[src/qsg_pkg.sv]
// shared widths, register codes, beat types and the arctangent table for the quadrature nco
package qsg_pkg;

    localparam int PHASE_BITS    = 32;
    localparam int CORDIC_STAGES = 18;

    localparam int TIME_W  = 32;
    localparam int CFG_W   = 32;
    localparam int AMP_W   = 18;
    localparam int OUT_W   = 18;
    localparam int TURN_W  = 32;
    localparam int Z_W     = 32;
    localparam int XY_W    = 33;
    localparam int PROD_W  = AMP_W + XY_W;
    localparam int CFG_IDX_W = 2;

    localparam int ROUND_SHIFT = 30;
    localparam int OUT_MAX     = 131071;

    localparam logic signed [XY_W-1:0] GAIN_START = XY_W'(652032874);
    localparam logic signed [AMP_W-1:0] AMP_RESET = AMP_W'(65536);

    // total cycles from accepted beat to result strobe
    localparam int LATENCY = CORDIC_STAGES + 5;

    localparam logic [CFG_IDX_W-1:0] CFG_FREQ  = 2'd0;
    localparam logic [CFG_IDX_W-1:0] CFG_PHASE = 2'd1;
    localparam logic [CFG_IDX_W-1:0] CFG_AMP   = 2'd2;

    typedef struct packed {
        logic              valid;
        logic [1:0]        quad;
        logic [Z_W-1:0]    z;
    } t_phase_beat;

    typedef struct packed {
        logic                   valid;
        logic [1:0]             quad;
        logic signed [XY_W-1:0] x;
        logic signed [XY_W-1:0] y;
    } t_vec_beat;

    // atan(2^-i) in 2^-32 turn
    function automatic logic [Z_W-1:0] atan_step(input int idx);
        logic [Z_W-1:0] v;
        case (idx)
            0:  v = 32'd536870912;
            1:  v = 32'd316933406;
            2:  v = 32'd167458907;
            3:  v = 32'd85004756;
            4:  v = 32'd42667331;
            5:  v = 32'd21354465;
            6:  v = 32'd10679838;
            7:  v = 32'd5340245;
            8:  v = 32'd2670163;
            9:  v = 32'd1335087;
            10: v = 32'd667544;
            11: v = 32'd333772;
            12: v = 32'd166886;
            13: v = 32'd83443;
            14: v = 32'd41722;
            15: v = 32'd20861;
            16: v = 32'd10430;
            17: v = 32'd5215;
            18: v = 32'd2608;
            19: v = 32'd1304;
            20: v = 32'd652;
            21: v = 32'd326;
            22: v = 32'd163;
            23: v = 32'd81;
            default: v = '0;
        endcase
        return v;
    endfunction

endpackage

[src/qsg_phase.sv]
// phase computation stages: time times frequency word, offset add, quadrant split
module qsg_phase import qsg_pkg::*; (
    input  logic              i_clk,
    input  logic              i_rst_n,
    input  logic              i_valid,
    input  logic [TIME_W-1:0] i_time,
    input  logic [CFG_W-1:0]  i_freq,
    input  logic [CFG_W-1:0]  i_offset,
    output t_phase_beat       o_beat
);

    logic                    r_s1_valid;
    logic [PHASE_BITS-1:0]   r_prod;
    logic [2*TIME_W-1:0]     w_prod_full;
    logic [PHASE_BITS-1:0]   w_phase;
    logic [TURN_W-1:0]       w_turn;
    logic [TURN_W-1:0]       w_round;
    logic [1:0]              w_quad;
    t_phase_beat             r_beat;
    t_phase_beat             n_beat;

    assign w_prod_full = i_time * i_freq;

    always_ff @(posedge i_clk) begin
        if (!i_rst_n) begin
            r_s1_valid <= 1'b0;
        end else begin
            r_s1_valid <= i_valid;
        end
        r_prod <= w_prod_full[PHASE_BITS-1:0];
    end

    assign w_phase = r_prod + PHASE_BITS'(i_offset);

    // bring the phase to 32 bits of a turn
    if (PHASE_BITS >= TURN_W) begin : g_narrow
        assign w_turn = w_phase[PHASE_BITS-1 -: TURN_W];
    end else begin : g_widen
        assign w_turn = {w_phase, {(TURN_W-PHASE_BITS){1'b0}}};
    end

    // nearest quarter turn, residual in [-1/8, 1/8) turn
    assign w_round = w_turn + TURN_W'(32'h2000_0000);
    assign w_quad  = w_round[TURN_W-1 -: 2];

    always_comb begin
        n_beat.valid = r_s1_valid;
        n_beat.quad  = w_quad;
        n_beat.z     = w_turn - {w_quad, {(TURN_W-2){1'b0}}};
    end

    always_ff @(posedge i_clk) begin
        if (!i_rst_n) begin
            r_beat.valid <= 1'b0;
        end else begin
            r_beat <= n_beat;
        end
    end

    assign o_beat = r_beat;

    a_residual_range: assert property (@(posedge i_clk) disable iff (!i_rst_n)
        r_beat.valid |-> (r_beat.z[Z_W-1] == r_beat.z[Z_W-2])
                      && (r_beat.z[Z_W-2] == r_beat.z[Z_W-3]))
        else $error("residual angle outside one eighth turn");

endmodule

[config.mk]
export PLATFORM = sky130hd
export DESIGN_NAME = qsg_phase
export DESIGN_NICKNAME = d
export VERILOG_FILES = /design/src/qsg_pkg.sv /design/src/qsg_phase.sv
export SDC_FILE = /design/constraint.sdc
export NUM_CORES = 1
export LEC_CHECK = 0
export ABC_AREA = 1
export ABC_CLOCK_PERIOD_IN_PS = 6150
export BUFFER_PORTS_ARGS = -buffer_cell sky130_fd_sc_hd__buf_2
export CORE_ASPECT_RATIO = 0.7
export CORE_MARGIN = 2
export CORE_UTILIZATION = 45
export CTS_CLUSTER_DIAMETER = 120
export CTS_CLUSTER_SIZE = 40
export DETAILED_ROUTE_END_ITERATION = 8
export PLACE_DENSITY_LB_ADDON = 0.1
export REMOVE_ABC_BUFFERS = 1
export SYNTH_ARGS = -nofsm -noshare
export SYNTH_HDL_FRONTEND = slang
export SYNTH_SLANG_ARGS = --single-unit
export TNS_END_PERCENT = 100
[constraint.sdc]
create_clock -name i_clk -period 6.15 [get_ports i_clk]
set_input_delay 0.3075 -clock i_clk [delete_from_list [all_inputs] [get_ports i_clk]]
set_output_delay 0.3075 -clock i_clk [all_outputs]
set_load 0.005 [all_outputs]
==> qor.yml <==
status: "finished clean"
cts_tree: "yes"
synth_ff_type: "edfxtp_1"
final_cells: 3509
final_common_cell: "nand2_1"
cp-start-kind: "primary input"
layout_common_cells: "nand2_1 (768), inv_1 (747), fa_1 (394)"
track_usage_pct: 27.42
hold_violations: 0
worst_hold_slack_ps: 150.3
fillers: 4170
syn2layout_area_growth_pct: 20.81
post-route-util_pct: 55.34
synth_cell_types: 45
gp_congestion: 0.9746
startpoint: "i_time[18]"
rsz0062_at_grt: "true"
multi_input_area_mm2: 0.01546
slew_headroom_pct: 43.20
critPathTopFamily: "adder cells"
clock_skew_ps: 4.733
routed_wl_um: 62750
hold_path_end: "r_s1_valid"
drt-pass1-iter-count: 5
cts.clk_slew.worst_paths_ps: 60
fp.dieW_um: 256.9
port_buffers: 133
insertion_delay_ps: 350
cpMaxStageDelayCell: "fa_1"
cts.path.max_buffers: 2
fin_crit_ps: 6064
core_mm2: 0.04396
critical_path_class: "primary input to flip-flop"
synth_area_per_cell_um2: 7.649
slowest_delay_ps: 570
ctsHoldBuffers: 0
pre_cts_slack_ps: -595.7
start_util_pct: 45.81
synth_area_mm2: 0.02014
fmax_ghz: 0.1649
reg2reg_from: "r_prod[19]"
grt_max_degree: 37
cts_max_level: 3
r2r_slack_ps: 2990
drtAntennaViolNets: 0
hold_depth: 3
ios: 134
drt_iter0_markers: 1445
drv_slew: 0
place_inst: 3479
cts-root-buf: "clkbuf_16"
vias: 16870
synth-edff-count: 34
grt_pass1_vias: 16958
ys_seq_area_share_pct: 8.449
min-delay-start: "i_valid"
cp_max_fo: 8
grt-ovfl-total: 0
path_common_cell: "fa_1"
worst_slack_ps: 86.33
timing.rr.end: "o_beat[33]"
wl_per_cell_um: 17.88
timing.final.crit_share_pct: 98.60
insertedDiodeCount: 0
seqCellArea_mm2: 0.001702
post-dp-hpwl_um: 54960
die_area_mm2: 0.04649
cp_num_buf_inv: 4
grt_pass1_wl_um: 97170
numCtsBuffers: 9
antenna_found_initial: 0
drive_gt1_share_pct: 17.53
cp-end-kind: "flip-flop"
crit_chain: "clkbuf_4, nand2_1, inv_1, fa_1, inv_1, fa_1, fa_1, fa_1, inv_1, fa_1, fa_1, fa_1, fa_1, ha_1, a21oi_1, o21ai_1, nor2_1, nand3_2, a31oi_4, o21bai_1, xor2_1"
vias_per_cell: 4.808
rr_worst_depth: 12
die_h_um: 181.0
synthCells: 2633
worst_ep_required_time_ps: 6380
min_path_type: "primary input to flip-flop"
yosys_warnings: 0
worst_ep_arrival_time_ps: 6290
drc_errors: 0
fin_nets: 3575
ys_ff_latch: 68
worst_pin_slew_ps: 852.0
rows: 64
max_cap_viol_count: 0
finalSetupViolations: 0
async_flop_share_pct: 0
cts_sinks: 68
[how the worst max path moves through the flow]
stage,to,cells past startpoint
final,r_prod[28],21
after global routing,r_prod[28],24
after CTS,r_prod[28],25
after detailed placement,r_prod[28],23
after global placement,r_prod[28],26
after floorplan,r_prod[29],24
[routing by layer]
metal	track usage (%)	up-vias	routed length [µm]
met4	2.651	0	457
met2	35.39	590	23760
met3	6.860	33	6233
met5	0	-	0
li1	-	8019	-
met1	46.12	8228	32300
[cells by family (layout without fill, tap and decap cells)]
logic type               count (synthesis)  in the layout  synth area share [%]
XOR/XNOR                                66             66                 2.908
AND/OR/NAND/NOR                        929            929                 18.13
AO/OA/AOI/OAI                          115            115                 3.343
buffers and inverters                  889           1171                 16.76
flip-flops                              68             68                 8.449
adder cells (fa/ha/maj)                566            566                 50.41
[stage by stage]
stage	TNS (ps)	area [µm²]
2_1_floorplan	0	19710
3_3_place_gp	-4444	23200
3_5_place_dp	-5058	23200
4_1_cts	0	23620
5_1_grt	-333.9	24330
6_report	0	24330
[state kept, by name, summed over array words and instances, names as in the netlist]
signal	count
r_prod	32
r_s1_valid	1
o_beat	35
[synth_stat cells, types with 4 or more instances]
cell type,number,area [µm²]
o21ai_1,13,65.06
xor2_1,45,394.1
nand2_1,792,2973
buf_2,24,120.1
inv_1,768,2883
clkbuf_1,66,247.7
fa_1,409,8188
nand4_1,6,37.54
o21ai_0,16,80.08
a21oi_1,56,280.3
nand3_1,62,310.3
dfxtp_1,34,680.7
edfxtp_1,34,1021
inv_2,14,52.55
ha_1,157,1964
buf_1,13,48.80
nor2_1,42,157.7
xnor2_1,20,175.2
a21o_1,9,67.56
nor3_1,8,40.04
nand2_2,4,25.02
nand3b_1,6,45.04
[worst reg2reg max path, delay by kind of cell, from the launching register on]
family,cells,cell delay [ps]
xor gates and xnor gates,3,550
AOI/OAI and AO/OA,1,210
and+or+nand+nor,6,1250
adders and majority gates,2,590
DFF,1,310
[area by class of cell]
class | count | area share, %
Timing Repair Buffer | 371 | 13.05
Clock buffer | 12 | 1.147
Inverter | 784 | 12.11
Sequential cell | 68 | 6.994
Clock inverter | 4 | 0.1183
Tap cell | 594 | 3.055
Multi-Input combinational cell | 1676 | 63.53
[timing repair]
action                     4_1_cts  5_1_grt
pin swaps                       12       63
setup endpoints to repair        8       12
hold endpoints to repair         0        0
buffers inserted                 2       10
gates resized for setup         30      174
gates cloned                     0        2
Power is not shown: default switching activity piles up to over one toggle a cycle in this logic, so the estimate is an artifact.
