**config.mk**
```make
export PLATFORM = sky130hd
export DESIGN_NAME = qsg_scale
export DESIGN_NICKNAME = d
export VERILOG_FILES = /design/src/qsg_pkg.sv /design/src/qsg_scale.sv
export SDC_FILE = /design/constraint.sdc
export NUM_CORES = 2
export LEC_CHECK = 0
export BUFFER_PORTS_ARGS = -buffer_cell sky130_fd_sc_hd__buf_4
export CORE_MARGIN = 5
export CORE_UTILIZATION = 55
export CTS_CLUSTER_SIZE = 30
export DETAILED_ROUTE_END_ITERATION = 8
export PLACE_DENSITY = 0.8
export SLEW_MARGIN = 20
export SYNTH_ARGS = -nofsm -noshare
export SYNTH_HDL_FRONTEND = slang
export SYNTH_SLANG_ARGS = --single-unit
```
**constraint.sdc**
```tcl
create_clock -name i_clk -period 10.7 [get_ports i_clk]
set_input_delay 0.535 -clock i_clk [delete_from_list [all_inputs] [get_ports i_clk]]
set_output_delay 0.535 -clock i_clk [all_outputs]
set_load 0.01 [all_outputs]
```
**src/qsg_pkg.sv**
```systemverilog
// shared widths, register codes, beat types and the arctangent table for the quadrature nco
package qsg_pkg;

    localparam int PHASE_BITS    = 32;
    localparam int CORDIC_STAGES = 18;

    localparam int TIME_W  = 32;
    localparam int CFG_W   = 32;
    localparam int AMP_W   = 18;
    localparam int OUT_W   = 18;
    localparam int TURN_W  = 32;
    localparam int Z_W     = 32;
    localparam int XY_W    = 33;
    localparam int PROD_W  = AMP_W + XY_W;
    localparam int CFG_IDX_W = 2;

    localparam int ROUND_SHIFT = 30;
    localparam int OUT_MAX     = 131071;

    localparam logic signed [XY_W-1:0] GAIN_START = XY_W'(652032874);
    localparam logic signed [AMP_W-1:0] AMP_RESET = AMP_W'(65536);

    // total cycles from accepted beat to result strobe
    localparam int LATENCY = CORDIC_STAGES + 5;

    localparam logic [CFG_IDX_W-1:0] CFG_FREQ  = 2'd0;
    localparam logic [CFG_IDX_W-1:0] CFG_PHASE = 2'd1;
    localparam logic [CFG_IDX_W-1:0] CFG_AMP   = 2'd2;

    typedef struct packed {
        logic              valid;
        logic [1:0]        quad;
        logic [Z_W-1:0]    z;
    } t_phase_beat;

    typedef struct packed {
        logic                   valid;
        logic [1:0]             quad;
        logic signed [XY_W-1:0] x;
        logic signed [XY_W-1:0] y;
    } t_vec_beat;

    // atan(2^-i) in 2^-32 turn
    function automatic logic [Z_W-1:0] atan_step(input int idx);
        logic [Z_W-1:0] v;
        case (idx)
            0:  v = 32'd536870912;
            1:  v = 32'd316933406;
            2:  v = 32'd167458907;
            3:  v = 32'd85004756;
            4:  v = 32'd42667331;
            5:  v = 32'd21354465;
            6:  v = 32'd10679838;
            7:  v = 32'd5340245;
            8:  v = 32'd2670163;
            9:  v = 32'd1335087;
            10: v = 32'd667544;
            11: v = 32'd333772;
            12: v = 32'd166886;
            13: v = 32'd83443;
            14: v = 32'd41722;
            15: v = 32'd20861;
            16: v = 32'd10430;
            17: v = 32'd5215;
            18: v = 32'd2608;
            19: v = 32'd1304;
            20: v = 32'd652;
            21: v = 32'd326;
            22: v = 32'd163;
            23: v = 32'd81;
            default: v = '0;
        endcase
        return v;
    endfunction

endpackage

```
**src/qsg_scale.sv**
```systemverilog
// quadrant mapping, amplitude multiply, rounding and saturation to q1.16
module qsg_scale import qsg_pkg::*; (
    input  logic                    i_clk,
    input  logic                    i_rst_n,
    input  t_vec_beat               i_beat,
    input  logic signed [AMP_W-1:0] i_amp,
    output logic                    o_valid,
    output logic signed [OUT_W-1:0] o_real,
    output logic signed [OUT_W-1:0] o_imag
);

    localparam logic signed [PROD_W-1:0] SAT_HI = PROD_W'(OUT_MAX);
    localparam logic signed [PROD_W-1:0] SAT_LO = -SAT_HI;
    localparam logic signed [PROD_W-1:0] BIAS   = PROD_W'(64'd1 << (ROUND_SHIFT - 1));

    typedef struct packed {
        logic                   valid;
        logic signed [XY_W-1:0] c;
        logic signed [XY_W-1:0] s;
    } t_sel_beat;

    typedef struct packed {
        logic                     valid;
        logic signed [PROD_W-1:0] pc;
        logic signed [PROD_W-1:0] ps;
    } t_mul_beat;

    t_sel_beat               r_sel;
    t_sel_beat               n_sel;
    t_mul_beat               r_mul;
    t_mul_beat               n_mul;
    logic                    r_valid;
    logic signed [OUT_W-1:0] r_real;
    logic signed [OUT_W-1:0] r_imag;

    function automatic logic signed [OUT_W-1:0] sat_round(input logic signed [PROD_W-1:0] p);
        logic signed [PROD_W-1:0] sum;
        logic signed [PROD_W-1:0] shf;
        logic signed [OUT_W-1:0]  res;
        sum = p + BIAS;
        shf = sum >>> ROUND_SHIFT;
        if (shf > SAT_HI) begin
            res = OUT_W'(SAT_HI);
        end else if (shf < SAT_LO) begin
            res = OUT_W'(SAT_LO);
        end else begin
            res = OUT_W'(shf);
        end
        return res;
    endfunction

    always_comb begin
        n_sel.valid = i_beat.valid;
        case (i_beat.quad)
            2'd0: begin
                n_sel.c = i_beat.x;
                n_sel.s = i_beat.y;
            end
            2'd1: begin
                n_sel.c = -i_beat.y;
                n_sel.s = i_beat.x;
            end
            2'd2: begin
                n_sel.c = -i_beat.x;
                n_sel.s = -i_beat.y;
            end
            default: begin
                n_sel.c = i_beat.y;
                n_sel.s = -i_beat.x;
            end
        endcase
    end

    always_comb begin
        n_mul.valid = r_sel.valid;
        n_mul.pc    = i_amp * r_sel.c;
        n_mul.ps    = i_amp * r_sel.s;
    end

    always_ff @(posedge i_clk) begin
        if (!i_rst_n) begin
            r_sel.valid <= 1'b0;
            r_mul.valid <= 1'b0;
            r_valid     <= 1'b0;
        end else begin
            r_sel   <= n_sel;
            r_mul   <= n_mul;
            r_valid <= r_mul.valid;
        end
        r_real <= sat_round(r_mul.pc);
        r_imag <= sat_round(r_mul.ps);
    end

    assign o_valid = r_valid;
    assign o_real  = r_real;
    assign o_imag  = r_imag;

    a_real_range: assert property (@(posedge i_clk) disable iff (!i_rst_n)
        r_valid |-> (r_real <= OUT_W'(OUT_MAX)) && (r_real >= -OUT_W'(OUT_MAX)))
        else $error("real part escaped saturation");

    a_imag_range: assert property (@(posedge i_clk) disable iff (!i_rst_n)
        r_valid |-> (r_imag <= OUT_W'(OUT_MAX)) && (r_imag >= -OUT_W'(OUT_MAX)))
        else $error("imag part escaped saturation");

endmodule

```
==> flow_summary.toml <==
[logic_synthesis]
synth_area_leaders = "fa_1, inv_1, edfxtp_1"
synth_top_area_share_pct = 47.4
yosys.area.top_type = "fa_1"
synth.distinct_cells = 81
ys_async_sr_fraction_pct = 0
netlist_area_mm2 = 0.0480
yosys_warnings = 0
synth_cells = 5247
yosysSeqAreaShare_pct = 8.52
synth_ff_type = "edfxtp_1"
synth_edf_count = 110
avgSynthCellArea_um2 = 9.14
syn_nets = 6712
synth-seq-cells = 149

[clocking]
clkSlewWorstSetupHoldPaths_ns = 0.07
cts-buffers-inserted = 17
clk_path_buf_depth = 2
postCtsHoldBufs = 0
clock_sinks = 149
htreeDepth = 4
cts_setup_buffers = 0
cts_resized = 0
cts_tree = "built"
cts.root.buffer_cell = "clkbuf_16"
clk_latency_ns = 0.47

[setup_path]
crit_start = "i_amp[17]"
critPathKind = "in2reg"
reg2reg_depth = 20
cp_max_fo = 37
critPathCaptureType = "flop"
required_ns = 10.89
r2r_slack_ns = 3.15
cp.arrival_ns = 7.89
reg2reg_from = "r_sel[22]$_DFFE_PP_"
worstReg2RegEnd = "r_mul[47]$_DFFE_PP_"
worst_setup_path_start_kind = "input port"

[grt]
grt_pass1_vias = 39400
antenna_found_initial = 2
grt_pass1_wl_um = 203000
grtUsageTotal_pct = 26.9
gr-total-overflow = 0
grt_max_degree = 105

[placed_design]
portBuffers = 125
pre_cts_ws_ns = 2.71
place.gp.congestion = 0.925
detailed_place_hpwl_um = 90900
dp_cells = 6259

[flow_run]
cap_violations = 0

[sta]
setup_tns_ns = 0
timing_hold_violations_final = 0
fin_crit_sh_pct = 72.0
fin_skew_ns = 0.0143
max_freq_mhz = 130
slew_viol_final = 0
grt_setup_unrepaired = "no"
final-setup-viol-count = 0
tightest_slew_ns = 1.10
slew_headroom_pct = 26.8
fin_ws_ns = 3.00
min_period_ns = 7.70

[detailed_routing]
drt_iter0_drc = 3021
via_per_inst = 5.65
vias = 35600
postRouteWirelength_um = 122000
ant_nets = 0
avgRoutedWirePerCell_um = 19.3
drcViolationCount = 0
firstDrtPassIters = 6

[floorplan]
num_rows = 108
die_y_um = 305
die_x_um = 305
core_mm2 = 0.0866
start_util_pct = 55.4
io_pins = 126
dieArea_mm2 = 0.0932

[cells_and_area]
nFillCells = 7244
area.growth.synth_to_final_pct = 4.18
finish.utilization_pct = 57.7
layout.cells.non_filler = 6293
final_common_cell = "inv_1"
most-common-layout-cells = "inv_1, fa_1, nand2_1"
finalNetCount = 6588
drive_above_1_share_pct = 4.46

[worst_hold_path]
hold_end = "n_mul[102]$_SDFF_PN0_"
hp-class = "in2reg"
hp-start = "i_beat[68]"
hold_path_depth = 2

[outcome]
status = "completed"
==> worst max-delay path, cell delays in order <==
cell and delay, ns:
buf_4 0.18, inv_2 0.72, buf_4 0.47, nor2_1 0.11
fa_1 0.56, fa_1 0.46, fa_1 0.52, fa_1 0.43
fa_1 0.50, inv_1 0.05, fa_1 0.48, inv_1 0.04
ha_1 0.34, and3_1 0.23, nand2_1 0.07, o21ai_0 0.09
a311o_1 0.33, a21oi_1 0.58, o31ai_1 0.30, or2_2 0.40
a31oi_1 0.31, xnor2_1 0.14
==> kinds of logic after synthesis <==
| family | synth area share (%) |
|---|---|
| buf+inv | 12.4 |
| mux | 2.02 |
| compound gates | 5.38 |
| xor+xnor | 2.19 |
| fa+ha+maj | 53.7 |
| flops | 8.52 |
| simple gates | 15.8 |
==> Yosys cell counts, drive strengths merged (21+ instances only) <==
library cell,n
and3,21
clkbuf,267
edfxtp,110
nor2,138
nand2b,22
dfxtp,39
or3,21
xnor2,81
o21ai,105
nand2,743
xor2,39
a21oi,109
inv,1298
and2,469
nand3,52
a21o,35
nor3,41
fa,1136
mux4,31
ha,240
==> through the flow <==
step                      cell area [um^2]  hold WS (ns)
after floorplan                      48000         0.412
after global placement               49400         0.414
after detailed placement             49400         0.422
after CTS                            50000         0.263
after global routing                 50000         0.287
final                                50000         0.277
==> worst max-delay path by stage <==
stage | to | depth (start not counted)
6_report | r_mul[47]$_DFFE_PP_ | 22
5_1_grt | r_mul[50]$_DFFE_PP_ | 21
4_1_cts | r_mul[47]$_DFFE_PP_ | 22
3_5_place_dp | r_mul[47]$_DFFE_PP_ | 22
3_3_place_gp | r_mul[50]$_DFFE_PP_ | 22
2_1_floorplan | r_mul[48]$_DFFE_PP_ | 23
==> cell type report <==
| cell class | count | area (um^2) | share of cell area [%] |
|---|---|---|---|
| multi-input combinational | 3522 | 37900 | 76.0 |
| inverter | 1298 | 4870 | 9.75 |
| sequential | 149 | 4080 | 8.17 |
| tap | 1155 | 1450 | 2.89 |
| timing repair buffer | 135 | 1010 | 2.03 |
| clock buffer | 18 | 429 | 0.859 |
| clock inverter | 14 | 165 | 0.331 |
| antenna | 2 | 5.00 | 0.0100 |
==> sequential cells by signal, summed over array words and instances (netlist names) <==
signal,cells
n_mul,1
o_imag,18
r_mul,45
o_valid,1
o_real,18
r_sel,66
==> routing by layer <==
layer | GRT usage [%] | part of all wire (%) | vias up | wire, um
li1 | - | - | 15300 | -
met3 | 5.92 | 11 | 391 | 13300
met1 | 35.8 | 37 | 18000 | 45500
met5 | 0 | 0.011 | - | 13
met2 | 43.8 | 47 | 1891 | 57800
met4 | 10.4 | 4.2 | 2 | 5160
Power is left out: the tool's default activity adds up to more than one toggle a clock period on the data nets, which glitch-free logic cannot reach.
